<file path="config.mk">
export PLATFORM = sky130hd
export DESIGN_NAME = sic_regs
export DESIGN_NICKNAME = d
export VERILOG_FILES = /design/src/sv/sic_pkg.sv /design/src/sv/sic_regs.sv
export SDC_FILE = /design/constraint.sdc
export NUM_CORES = 1
export LEC_CHECK = 0
export ABC_AREA = 1
export BUFFER_PORTS_ARGS = -buffer_cell sky130_fd_sc_hd__buf_2
export CAP_MARGIN = 20
export CORE_UTILIZATION = 50
export CTS_BUF_LIST = sky130_fd_sc_hd__clkbuf_4 sky130_fd_sc_hd__clkbuf_8
export CTS_CLUSTER_SIZE = 12
export DETAILED_ROUTE_END_ITERATION = 10
export GPL_TIMING_DRIVEN = 0
export PLACE_DENSITY_LB_ADDON = 0.3
export SYNTH_ARGS = -nofsm -noshare
export SYNTH_HDL_FRONTEND = slang
export SYNTH_SLANG_ARGS = --single-unit
export TNS_END_PERCENT = 100
</file>
<file path="constraint.sdc">
create_clock -name clock -period 6.8 [get_ports clock]
set_clock_uncertainty 0.2 [all_clocks]
set_input_delay 1.36 -clock clock [delete_from_list [all_inputs] [get_ports clock]]
set_output_delay 1.36 -clock clock [all_outputs]
set_load 0.01 [all_outputs]
</file>
<file path="src/sv/sic_pkg.sv">
package sic_pkg;

   localparam int FIELD_W  = 16;
   localparam int VEC_W    = FIELD_W + 1;      // room for the Burgers sum
   localparam int PROD_W   = 2 * VEC_W;
   localparam int SUM_W    = PROD_W + 2;
   localparam int DOT_W    = 35;
   localparam int NORM_W   = 34;
   localparam int MAG_W    = 33;
   localparam int SQ_W     = 2 * MAG_W;
   localparam int NPROD_W  = 2 * NORM_W;
   localparam int HALF_W   = NORM_W;
   localparam int THR_W    = 16;
   localparam int THR_SQ_W = 2 * THR_W;
   localparam int PART_W   = THR_SQ_W + HALF_W;
   localparam int CMP_W    = 100;
   localparam int FRAC_SHIFT = 32;

   localparam int NAXIS = 3;
   localparam int NSRC  = 4;
   localparam int NVEC  = 5;
   localparam int NSUM  = 9;
   localparam int NDOT  = 4;
   localparam int NNORM = 5;
   localparam int NPAIR = 4;
   localparam int NTEST = 5;
   localparam int NTHR  = 2;

   localparam int QUEUE_DEPTH_DEF  = 8;
   localparam int RESULT_DEPTH_DEF = 8;

   localparam int CSR_ADDR_W = 3;
   localparam int CSR_DATA_W = 32;
   localparam int REG_IDX_W  = CSR_ADDR_W - 2;
   localparam logic [REG_IDX_W-1:0] REG_PERP     = REG_IDX_W'(0);
   localparam logic [REG_IDX_W-1:0] REG_PARALLEL = REG_IDX_W'(1);
   localparam logic [THR_W-1:0] PERP_RESET     = 16'd1311;
   localparam logic [THR_W-1:0] PARALLEL_RESET = 16'd64225;

   // vectors: Burgers a/b, plane normals a/b, Burgers sum
   localparam int VEC_BA = 0;
   localparam int VEC_BB = 1;
   localparam int VEC_PA = 2;
   localparam int VEC_PB = 3;
   localparam int VEC_BS = 4;

   // dot products first, squared norms after
   localparam int SUM_L [NSUM] = '{VEC_BA, VEC_PA, VEC_PA, VEC_PB,
                                   VEC_BA, VEC_BB, VEC_PA, VEC_PB, VEC_BS};
   localparam int SUM_R [NSUM] = '{VEC_BB, VEC_PB, VEC_BS, VEC_BS,
                                   VEC_BA, VEC_BB, VEC_PA, VEC_PB, VEC_BS};

   // norm index pairs multiplied together
   localparam int PAIR_L [NPAIR] = '{0, 2, 2, 3};
   localparam int PAIR_R [NPAIR] = '{1, 3, 4, 4};

   localparam int THR_PERP     = 0;
   localparam int THR_PARALLEL = 1;

   localparam int TEST_HIRTH   = 0;
   localparam int TEST_ALIGN   = 1;
   localparam int TEST_COPLANE = 2;
   localparam int TEST_GLIDE_A = 3;
   localparam int TEST_GLIDE_B = 4;

   localparam int TEST_DOT  [NTEST] = '{0, 0, 1, 2, 3};
   localparam int TEST_PAIR [NTEST] = '{0, 0, 1, 2, 3};
   localparam int TEST_THR  [NTEST] = '{THR_PERP, THR_PARALLEL, THR_PARALLEL,
                                        THR_PERP, THR_PERP};

   typedef enum logic [2:0] {
      MODE_NONE     = 3'd0,
      MODE_HIRTH    = 3'd1,
      MODE_COPLANAR = 3'd2,
      MODE_GLISSILE = 3'd3,
      MODE_SESSILE  = 3'd4
   } mode_type;

   typedef logic [NTHR-1:0][THR_SQ_W-1:0] thr_sq_type;

   typedef struct packed {
      logic [NDOT-1:0][DOT_W-1:0]   dot;
      logic [NNORM-1:0][NORM_W-1:0] norm;
   } sums_type;

endpackage

</file>
<file path="src/sv/sic_regs.sv">
module sic_regs import sic_pkg::*; (
   input  logic                  clock,
   input  logic                  reset,
   input  logic                  psel,
   input  logic                  penable,
   input  logic                  pwrite,
   input  logic [CSR_ADDR_W-1:0] paddr,
   input  logic [CSR_DATA_W-1:0] pwdata,
   output logic [CSR_DATA_W-1:0] prdata,
   output logic                  pready,
   output thr_sq_type            thr_sq
);

   logic [THR_W-1:0]     perp_ff, perp_in;
   logic [THR_W-1:0]     parallel_ff, parallel_in;
   thr_sq_type           thr_sq_ff, thr_sq_in;
   logic [REG_IDX_W-1:0] idx;
   logic                 wr;

   assign pready = 1'b1;
   assign idx    = paddr[CSR_ADDR_W-1:2];
   assign wr     = psel && penable && pwrite && pready;

   always_comb begin
      perp_in     = perp_ff;
      parallel_in = parallel_ff;
      prdata      = '0;
      unique case (idx)
         REG_PERP: begin
            if (wr) perp_in = pwdata[THR_W-1:0];
            prdata = CSR_DATA_W'(perp_ff);
         end
         REG_PARALLEL: begin
            if (wr) parallel_in = pwdata[THR_W-1:0];
            prdata = CSR_DATA_W'(parallel_ff);
         end
         default: begin
         end
      endcase
      thr_sq_in[THR_PERP]     = THR_SQ_W'(perp_ff) * THR_SQ_W'(perp_ff);
      thr_sq_in[THR_PARALLEL] = THR_SQ_W'(parallel_ff) * THR_SQ_W'(parallel_ff);
   end

   always_ff @(posedge clock) begin
      if (reset) begin
         perp_ff     <= PERP_RESET;
         parallel_ff <= PARALLEL_RESET;
      end else begin
         perp_ff     <= perp_in;
         parallel_ff <= parallel_in;
      end
      thr_sq_ff <= thr_sq_in;
   end

   assign thr_sq = thr_sq_ff;

endmodule

</file>
==> out/qor.csv <==
stage;metric;value;unit
run_status;status;complete, no violations;
synthesis;XOR/XNOR share of the synthesized area;2.42;%
synthesis;Synth Register Bits;94;
global_routing;vias in the first global route;15900;
detailed_routing;DR vias/cell;4.90;
synthesis;leading area contributor after synthesis;fa_1;
synthesis;adder-cell share of the synthesized area;47.8;%
placement;Port-buffer cells;99;
synthesis;synthesized area;18800;µm²
critical_path;most frequent CP cell;nand2_1;
critical_path;Worst Path Arrival;6.62;ns
finish;share of layout cells above drive strength 1;7.66;%
synthesis;Cells after Synth;2519;
synthesis;Cell variety after synth;33;
critical_path;Crit Path Class;register to register;
critical_path;crit-path max FO;10;
finish;fillers;3544;
global_routing;total track usage;26.3;%
clock_network;Worst-path clk slew;0.11;ns
sta;f_max;154;MHz
clock_network;CTS Buf Count;9;
detailed_routing;post-route DRC violation count;0;
floorplan;Die Span Y;196;µm
hold_path;Hold Crit Class;register to register;
sta;Tmin final;6.47;ns
clock_network;total clock sinks;94;
critical_path;r2r setup slk;0.33;ns
global_routing;gr ovfl total;0;
critical_path;CP Capture Type;register;
global_routing;initial antenna violation count;1;
detailed_routing;Iter 0 DRT Violations;1051;
synthesis;Synth area leaders;fa_1 34%, inv_1 15%, ha_1 13%, nand2_1 13%, dfxtp_1 10%;
finish;Design Area, Final;20300;µm²
clock_network;worst skew pair latency;0.45;ns
placement;HPWL after DPL;41100;µm
critical_path;CP peak stage delay;0.56;ns
synthesis;largest family of logic cells by synthesized area;adder cells;
floorplan;Die X;196;µm
synthesis;Seq/Total Area, Yosys;9.99;%
sta;final worst-path cycle share;95.2;%
sta;RSZ-0062 raised after global routing;false;
sta;Sum Neg Setup Slack;0;ns
global_routing;met2 Usage GRT;41.6;%
global_routing;busiest layer in global routing;met2;
detailed_routing;final WL;47200;µm
finish;leading cell types in the layout, fill and taps excluded;763 x inv_1, 669 x nand2_1, 324 x fa_1;
flow_run;max-cap viol count;0;
finish;most common cell after layout, fill and taps aside;inv_1;
clock_network;root buf cell;clkbuf_8;
finish;Layout area overhead;7.60;%
global_routing;global-route wire length before repair;78300;µm
detailed_routing;antenna-violating nets left;0;
synthesis;area share of the largest cell type after synthesis;34.4;%
detailed_routing;Vias;15468;
sta;setup violators final;0;
placement;Placer Congestion;0.973;
critical_path;worst path bufs/invs;7;
detailed_routing;WL/cell;15.0;µm
critical_path;cell chain of the critical path;clkbuf_1 -> clkbuf_1 -> nand2_1 -> fa_1 -> fa_1 -> inv_1 -> fa_1 -> fa_1 -> fa_1 -> inv_1 -> fa_1 -> inv_1 -> ha_1 -> nand2_1 -> inv_1 -> nand2_1 -> nand3_1 -> inv_1 -> nand3_2 -> nand2_1 -> nand2_1 -> nand2_1 -> nand2_1;
floorplan;row count;70;
clock_network;clock tree buffer depth;2;
critical_path;Worst setup SP type;register;
sta;Slew @ Worst Pin;0.709;ns
floorplan;Initial Utilization;51.1;%
finish;Final Net Count;3211;
critical_path;CP delay by family, top;adder cells;
sta;Slew Limit Fails;0;
synthesis;Compound-Gate Fraction of Synth Area;3.24;%
clock_network;htree depth;3;
floorplan;io pins;137;
global_routing;met1 Use GR;36.6;%
global_routing;pin count of the biggest net entering global routing;16;
synthesis;mux contribution to synthesized area;0;%
critical_path;required time worst endpoint;6.94;ns
synthesis;Synth Area in Simple Gates;18.8;%
sta;max_slew headroom;52.8;%
clock_network;CTS tree;built;
critical_path;slowest CP cell;fa_1;
floorplan;Core Footprint;36900;µm²
synthesis;Yosys warnings;0;
sta;Fin. Hold Viols;0;
floorplan;die area;38400;µm²
clock_network;hold_buf cts;0;
synthesis;Avg Synthesized Cell Area;7.47;µm²
global_routing;grt met3 use;5.35;%
detailed_routing;Detailed Routing Iterations Pass 1;7;
placement;placed inst area;20000;µm²
## worst register-to-register path, stage by stage (launching register included)
cell,delay (ns)
dfxtp_1,0.35
clkbuf_1,0.48
clkbuf_1,0.56
nand2_1,0.26
fa_1,0.56
fa_1,0.54
inv_1,0.05
fa_1,0.48
fa_1,0.53
fa_1,0.51
inv_1,0.05
fa_1,0.47
inv_1,0.04
ha_1,0.33
nand2_1,0.15
inv_1,0.06
nand2_1,0.06
nand3_1,0.12
inv_1,0.11
nand3_2,0.18
nand2_1,0.14
nand2_1,0.06
nand2_1,0.06
nand2_1,0.05
## registers in the layout, indices dropped and copies added (netlist names)
register / flops
thr_sq: 62
perp_ff: 16
parallel_ff: 16
## path summary, 6_finish.rpt
kind	start	cells after the start	end
min	parallel_ff[0]	0	thr_sq[32]
min reg2reg	parallel_ff[0]	0	thr_sq[32]
max	parallel_ff[11]	23	thr_sq[63]
max reg2reg	parallel_ff[11]	23	thr_sq[63]
## per-stage QoR
step	utilization [%]	hold slack [ns]	worst slack (ns)	std cells
floorplan	-	0.129	1.42	2536
global placement	54.3	0.134	0.477	3139
detailed placement	54.3	0.135	0.396	3139
CTS	54.9	0.157	0.329	3155
global route	54.9	0.160	0.0705	3156
finish	54.9	0.152	0.325	3158
## area by class of cell
cell class	count	area, µm²	area share (%)
flip-flops and latches	94	1880	9.29
well taps	504	631	3.11
clock buffers	11	151	0.747
diodes	3	7.51	0.0371
multi-input cells	1583	13700	67.5
plain buffers	94	462	2.28
repair buffers	99	495	2.45
inverters	765	2870	14.2
clock inverters	5	81.3	0.401
## what timing repair did
item | 4_1_cts | 5_1_grt
setup buffers | 0 | 0
setup endpoints to repair | 0 | 5
resized for setup | 0 | 2
## Yosys cell counts
cell type and n:
nor3_2 1, nor3_1 2, xor2_1 41, nand3b_4 1, o21ai_1 2, nand3b_2 1, buf_4 21, a31oi_1 1
xnor2_1 11, nor2_1 88, buf_1 2, and2_1 1, nand2_1 669, o21ai_0 42, nand2_2 11, nand4_1 8
inv_2 2, clkbuf_1 48, o21bai_1 5, conb_1 2, dfxtp_1 94, a21oi_1 61, inv_1 763, a31o_2 2
buf_2 23, or2_2 3, nand3_2 10, nor2_4 2, fa_1 324, a21o_1 3, nor2_2 10, ha_1 201
nand3_1 64
## metal layers
layer / vias up / wire (µm)
li1: 7396 / -
met5: - / 0
met1: 7479 / 20800
met4: 0 / 852
met3: 55 / 4100
met2: 538 / 21500
## kinds of logic after synthesis
kind of cell / after synthesis
AO/OA/AOI/OAI: 116
AND/OR/NAND/NOR: 871
flip-flops: 94
XOR/XNOR: 52
adder cells (fa/ha/maj): 525
other: 2
buffers and inverters: 859
Power is not shown: default switching activity piles up to over one toggle a cycle in this logic, so the estimate is an artifact.
