==> config.mk <==
export PLATFORM = sky130hd
export DESIGN_NAME = sic_fifo
export DESIGN_NICKNAME = d
export VERILOG_FILES = /design/src/sv/sic_pkg.sv /design/src/sv/sic_fifo.sv
export SDC_FILE = /design/constraint.sdc
export NUM_CORES = 2
export LEC_CHECK = 0
export BUFFER_PORTS_ARGS = -buffer_cell sky130_fd_sc_hd__buf_4
export CAP_MARGIN = 20
export CORE_ASPECT_RATIO = 0.7
export CORE_MARGIN = 5
export CORE_UTILIZATION = 50
export CTS_CLUSTER_DIAMETER = 50
export CTS_CLUSTER_SIZE = 12
export DETAILED_ROUTE_END_ITERATION = 7
export PLACE_DENSITY_LB_ADDON = 0.15
export SLEW_MARGIN = 20
export SYNTH_ARGS = -nofsm -noshare
export SYNTH_HDL_FRONTEND = slang
export SYNTH_SLANG_ARGS = --single-unit
==> constraint.sdc <==
create_clock -name clock -period 27 [get_ports clock]
set_input_delay 1.35 -clock clock [delete_from_list [all_inputs] [get_ports clock]]
set_output_delay 1.35 -clock clock [all_outputs]
set_load 0.05 [all_outputs]
==> src/sv/sic_pkg.sv <==
package sic_pkg;

   localparam int FIELD_W  = 16;
   localparam int VEC_W    = FIELD_W + 1;      // room for the Burgers sum
   localparam int PROD_W   = 2 * VEC_W;
   localparam int SUM_W    = PROD_W + 2;
   localparam int DOT_W    = 35;
   localparam int NORM_W   = 34;
   localparam int MAG_W    = 33;
   localparam int SQ_W     = 2 * MAG_W;
   localparam int NPROD_W  = 2 * NORM_W;
   localparam int HALF_W   = NORM_W;
   localparam int THR_W    = 16;
   localparam int THR_SQ_W = 2 * THR_W;
   localparam int PART_W   = THR_SQ_W + HALF_W;
   localparam int CMP_W    = 100;
   localparam int FRAC_SHIFT = 32;

   localparam int NAXIS = 3;
   localparam int NSRC  = 4;
   localparam int NVEC  = 5;
   localparam int NSUM  = 9;
   localparam int NDOT  = 4;
   localparam int NNORM = 5;
   localparam int NPAIR = 4;
   localparam int NTEST = 5;
   localparam int NTHR  = 2;

   localparam int QUEUE_DEPTH_DEF  = 8;
   localparam int RESULT_DEPTH_DEF = 8;

   localparam int CSR_ADDR_W = 3;
   localparam int CSR_DATA_W = 32;
   localparam int REG_IDX_W  = CSR_ADDR_W - 2;
   localparam logic [REG_IDX_W-1:0] REG_PERP     = REG_IDX_W'(0);
   localparam logic [REG_IDX_W-1:0] REG_PARALLEL = REG_IDX_W'(1);
   localparam logic [THR_W-1:0] PERP_RESET     = 16'd1311;
   localparam logic [THR_W-1:0] PARALLEL_RESET = 16'd64225;

   // vectors: Burgers a/b, plane normals a/b, Burgers sum
   localparam int VEC_BA = 0;
   localparam int VEC_BB = 1;
   localparam int VEC_PA = 2;
   localparam int VEC_PB = 3;
   localparam int VEC_BS = 4;

   // dot products first, squared norms after
   localparam int SUM_L [NSUM] = '{VEC_BA, VEC_PA, VEC_PA, VEC_PB,
                                   VEC_BA, VEC_BB, VEC_PA, VEC_PB, VEC_BS};
   localparam int SUM_R [NSUM] = '{VEC_BB, VEC_PB, VEC_BS, VEC_BS,
                                   VEC_BA, VEC_BB, VEC_PA, VEC_PB, VEC_BS};

   // norm index pairs multiplied together
   localparam int PAIR_L [NPAIR] = '{0, 2, 2, 3};
   localparam int PAIR_R [NPAIR] = '{1, 3, 4, 4};

   localparam int THR_PERP     = 0;
   localparam int THR_PARALLEL = 1;

   localparam int TEST_HIRTH   = 0;
   localparam int TEST_ALIGN   = 1;
   localparam int TEST_COPLANE = 2;
   localparam int TEST_GLIDE_A = 3;
   localparam int TEST_GLIDE_B = 4;

   localparam int TEST_DOT  [NTEST] = '{0, 0, 1, 2, 3};
   localparam int TEST_PAIR [NTEST] = '{0, 0, 1, 2, 3};
   localparam int TEST_THR  [NTEST] = '{THR_PERP, THR_PARALLEL, THR_PARALLEL,
                                        THR_PERP, THR_PERP};

   typedef enum logic [2:0] {
      MODE_NONE     = 3'd0,
      MODE_HIRTH    = 3'd1,
      MODE_COPLANAR = 3'd2,
      MODE_GLISSILE = 3'd3,
      MODE_SESSILE  = 3'd4
   } mode_type;

   typedef logic [NTHR-1:0][THR_SQ_W-1:0] thr_sq_type;

   typedef struct packed {
      logic [NDOT-1:0][DOT_W-1:0]   dot;
      logic [NNORM-1:0][NORM_W-1:0] norm;
   } sums_type;

endpackage

==> src/sv/sic_fifo.sv <==
module sic_fifo import sic_pkg::*; #(
   parameter int WIDTH = $bits(sums_type),
   parameter int DEPTH = QUEUE_DEPTH_DEF
) (
   input  logic             clock,
   input  logic             reset,
   input  logic             push,
   input  logic [WIDTH-1:0] wr_data,
   input  logic             pop,
   output logic [WIDTH-1:0] rd_data,
   output logic             empty,
   output logic             full
);

   localparam int PTR_W = (DEPTH > 1) ? $clog2(DEPTH) : 1;
   localparam int CNT_W = $clog2(DEPTH + 1);

   logic [WIDTH-1:0] mem_ff [DEPTH];
   logic [PTR_W-1:0] wr_ptr_ff, wr_ptr_in;
   logic [PTR_W-1:0] rd_ptr_ff, rd_ptr_in;
   logic [CNT_W-1:0] cnt_ff, cnt_in;

   function automatic logic [PTR_W-1:0] bump(input logic [PTR_W-1:0] p);
      return (p == PTR_W'(DEPTH - 1)) ? '0 : p + 1'b1;
   endfunction

   assign empty   = (cnt_ff == '0);
   assign full    = (cnt_ff == CNT_W'(DEPTH));
   assign rd_data = mem_ff[rd_ptr_ff];

   always_comb begin
      wr_ptr_in = push ? bump(wr_ptr_ff) : wr_ptr_ff;
      rd_ptr_in = pop ? bump(rd_ptr_ff) : rd_ptr_ff;
      cnt_in    = cnt_ff;
      if (push && !pop) begin
         cnt_in = cnt_ff + 1'b1;
      end else if (!push && pop) begin
         cnt_in = cnt_ff - 1'b1;
      end
   end

   always_ff @(posedge clock) begin
      if (reset) begin
         wr_ptr_ff <= '0;
         rd_ptr_ff <= '0;
         cnt_ff    <= '0;
      end else begin
         wr_ptr_ff <= wr_ptr_in;
         rd_ptr_ff <= rd_ptr_in;
         cnt_ff    <= cnt_in;
      end
      if (push) mem_ff[wr_ptr_ff] <= wr_data;
   end

   a_no_overflow: assert property (@(posedge clock) disable iff (reset)
      push |-> (!full || pop))
      else $error("sic_fifo: write while full");

endmodule

==> run metrics <==
status finished, final reports clean; Synth Area in Compound Gates less than 1%; minimum clock period 6.802 ns; Netlist Area Pre-Place 93720 um^2; Maximum Capacitance Violations 0; simple-gate portion of the synthesized area 0.1642%; layout overhead on the synthesized area 14.77%; initial antenna violation count 41; multiplexer share of the synthesized area 18.67%; cell with the largest stage delay on the worst path dfxtp_4; drt initial violations roughly 2700; Power Density 74.85 nW/um^2; most prevalent standard cell on the critical path buf_4; Final Cycle Share between 20% and 30%; number of different library cells in the post-synthesis netlist 25; Tightest Hold Check Type reg -> reg; cell depth of the worst min-delay path 2; final antenna-violating net count 0; post-CTS resize count 0; number of instances in the synthesized netlist 3657; area occupied by registers 74740 um^2; floorplan die area 196300 um^2; total wirelength of the detailed-routed design 199.3 mm; H-Tree Level Count 4; Worst R2R Setup Slack between 20 and 25 ns; sequential cell area fraction in the yosys report 79.74%; Worst-path clk slew 0.06 ns; Initial Utilization 50.11%; total count of max-transition violations in the final report 0; half-perimeter wire length after placement 108.5 mm; launching element type of the critical path flop; maximum count of clock buffers along a single path 4; final setup violation count 0; per-cell via count in the routed design around 5.8; WL per Instance 28.56 um; Horiz. Die Dim 527.5 um; Core Footprint between 150000 and 200000 um^2; via count of the first global-routing pass between 40000 and 50000; final-report hold violation count 0; clock insertion delay at the later pin of the skew report 0.83 ns; Critical path buffers and inverters 4; number of warnings reported in the yosys synthesis log 0; clock skew after layout approximately 0.025 ns; synthesized-area fraction occupied by xor and xnor cells 0.01869%; Nets 4735; pin count of the biggest net entering global routing 163; endpoint required time on the critical path 25.65 ns; worst path setup slack after routing 20.20 ns; Setup Crit Path Kind reg -> out; I/O Buffers 625; endpoint kind of the worst setup timing path output port; Post-CTS Hold Buffers 0; vertical die dimension 372.2 um; final core utilization 57.51%; transition time at the pin with the least slew margin 1.081 ns; Mapped Avg Cell Area 25.63 um^2; global-route wire length before repair 292.8 mm; number of remaining DRC errors 0; multi-input gate area in the final layout 17870 um^2; Cell Chain, Critical Path buf_12 -> buf_4 -> buf_4 -> mux4_2 -> mux2_2 -> buf_4; Placed Area 101100 um^2; total setup buffers inserted after CTS 0; critical path's top delay family buffers and inverters; startpoint of the tightest hold check path rd_ptr_ff[2]$_SDFFE_PP0P_; count of state elements after synthesis 2493; highest attainable clock frequency roughly 150 MHz; critical register-to-register path startpoint wr_ptr_ff[0]$_SDFFE_PP0P_; gp weighted congestion 0.7327; critical-path maximum fanout 98; setup repair after global routing missed its margin no; depth of the most critical reg-to-reg path 5; detailed-routing iteration count for the pre-antenna-repair pass 5; total via count after detailed routing 40381; area share of fa/ha/maj cells after synthesis less than 1%; worst rel slew slack approximately 28%; global-route congestion overflow total 0; worst reg2reg path endpoint mem_ff[6][141]$_DFFE_PP_; Sum Neg Setup Slack 0 ns; clock root cell clkbuf_16; CTS Buf Count 240; fillcell total roughly 13000; syn_nets 3979; worst hold-check slack ~0.53 ns; clock tree from TritonCTS done; clock sink count 2493; proportion of layout cells with a drive suffix above 1 42.46%; largest family of logic cells by synthesized area multiplexers; CP Data Arrival Time 5.45 ns; slowest stage delay, CP 0.90 ns; Peak VDD IR between 50 and 60 uV; Overall Global Routing Usage just over 20%; IO Pins 626; Final Cell Area 107600 um^2; number of core rows around 130; static leakage power 33.80 nW; Post-Place Worst Slack approximately 21 ns
[state kept, by name, summed over array words and instances (netlist names), named ones only]
signal,cells
rd_ptr_ff,3
mem_ff,2480
wr_ptr_ff,3
cnt_ff,4
[cell usage after synthesis]
library cell | n | area share (%)
nor3_1 | 3 | 0.016
buf_6 | 66 | 0.79
xnor2_1 | 1 | 0.0093
nand3_1 | 1 | 0.0053
a31oi_1 | 1 | 0.0067
ha_1 | 7 | 0.093
nor2_1 | 21 | 0.084
mux4_2 | 620 | 15
nand2_1 | 4 | 0.016
mux2_2 | 311 | 3.7
a211oi_1 | 1 | 0.0080
fa_1 | 1 | 0.021
nor2b_1 | 1 | 0.0067
inv_1 | 3 | 0.012
nor4b_1 | 1 | 0.0093
a21oi_1 | 6 | 0.032
edfxtp_1 | 2480 | 79
nand2b_1 | 3 | 0.020
buf_2 | 10 | 0.053
mux2i_1 | 3 | 0.032
nor4_1 | 1 | 0.0067
clkbuf_1 | 49 | 0.20
dfxtp_1 | 13 | 0.28
buf_1 | 49 | 0.20
xor2_1 | 1 | 0.0093
[cell type report]
class / instances / area share [%]
clock inverter: 20 / 0.2117
multi-input combinational: 987 / 16.62
timing repair buffer: 688 / 4.979
tap: 2497 / 2.905
inverter: 3 / 0.01047
antenna: 29 / 0.06747
clock buffer: 263 / 5.723
sequential: 2493 / 69.49
[layout by cell type, fill, tap and decap left out, types with 2 or more instances in the layout]
master,n
buf_6,2
nand2b_1,3
mux4_2,620
inv_1,3
dfxtp_1,10
edfxtp_1,2480
clkinvlp_4,3
nor2_4,6
ha_1,7
a21oi_1,6
diode_2,29
nor3_2,2
inv_6,7
nand2_1,4
mux2_2,311
buf_12,13
clkinv_2,2
bufinv_16,2
clkbuf_16,243
buf_4,672
mux2i_1,3
clkinv_1,2
nor2_1,15
dfxtp_4,3
clkbuf_1,20
[cell families (layout without fill, tap and decap cells)]
kind of cell,count (synthesis),after routing
compound gates,8,8
xor+xnor,2,2
other cells,0,29
simple gates,35,35
flops,2493,2493
mux,934,934
buf+inv,177,974
fa+ha+maj,8,8
[report_power, final]
| group | internal, mW | switching (mW) |
|---|---|---|
| combinational | 0.293 | 0.485 |
| clock | 1.61 | 1.30 |
| sequential | 4.34 | 0.0219 |
[worst register-to-register path, stage by stage, from the launching register on]
cell,delay (ns)
dfxtp_1,0.34
nand2b_1,0.32
nor2_4,0.33
buf_12,0.67
buf_4,0.95
buf_4,0.81
[per-stage QoR]
step	std cells	power, mW
after global placement	6667	5.227
after CTS	6950	8.150
after global routing	6972	8.349
after detailed placement	6667	5.234
after floorplan	3657	5.007
final	6980	8.051
[routing by layer]
metal	share of wire [%]	vias to the layer above	track usage, %
met5	0.077	-	0
met4	2.7	22	6.758
met3	6.0	301	4.697
met2	50	1004	33.04
met1	41	21856	27.23
li1	-	17198	-
[worst max path at each step]
stage	startpoint	end	slack, ns	cells after the start
3_3_place_gp	flop	rd_data[123]	20.88	6
5_1_grt	flop	rd_data[143]	19.60	6
3_5_place_dp	flop	rd_data[123]	20.85	6
4_1_cts	flop	rd_data[123]	19.92	6
2_1_floorplan	push	mem_ff[0][0]$_DFFE_PP_	3.34	2
6_report	flop	rd_data[143]	20.20	6
Power figures use the tool's default switching activity.
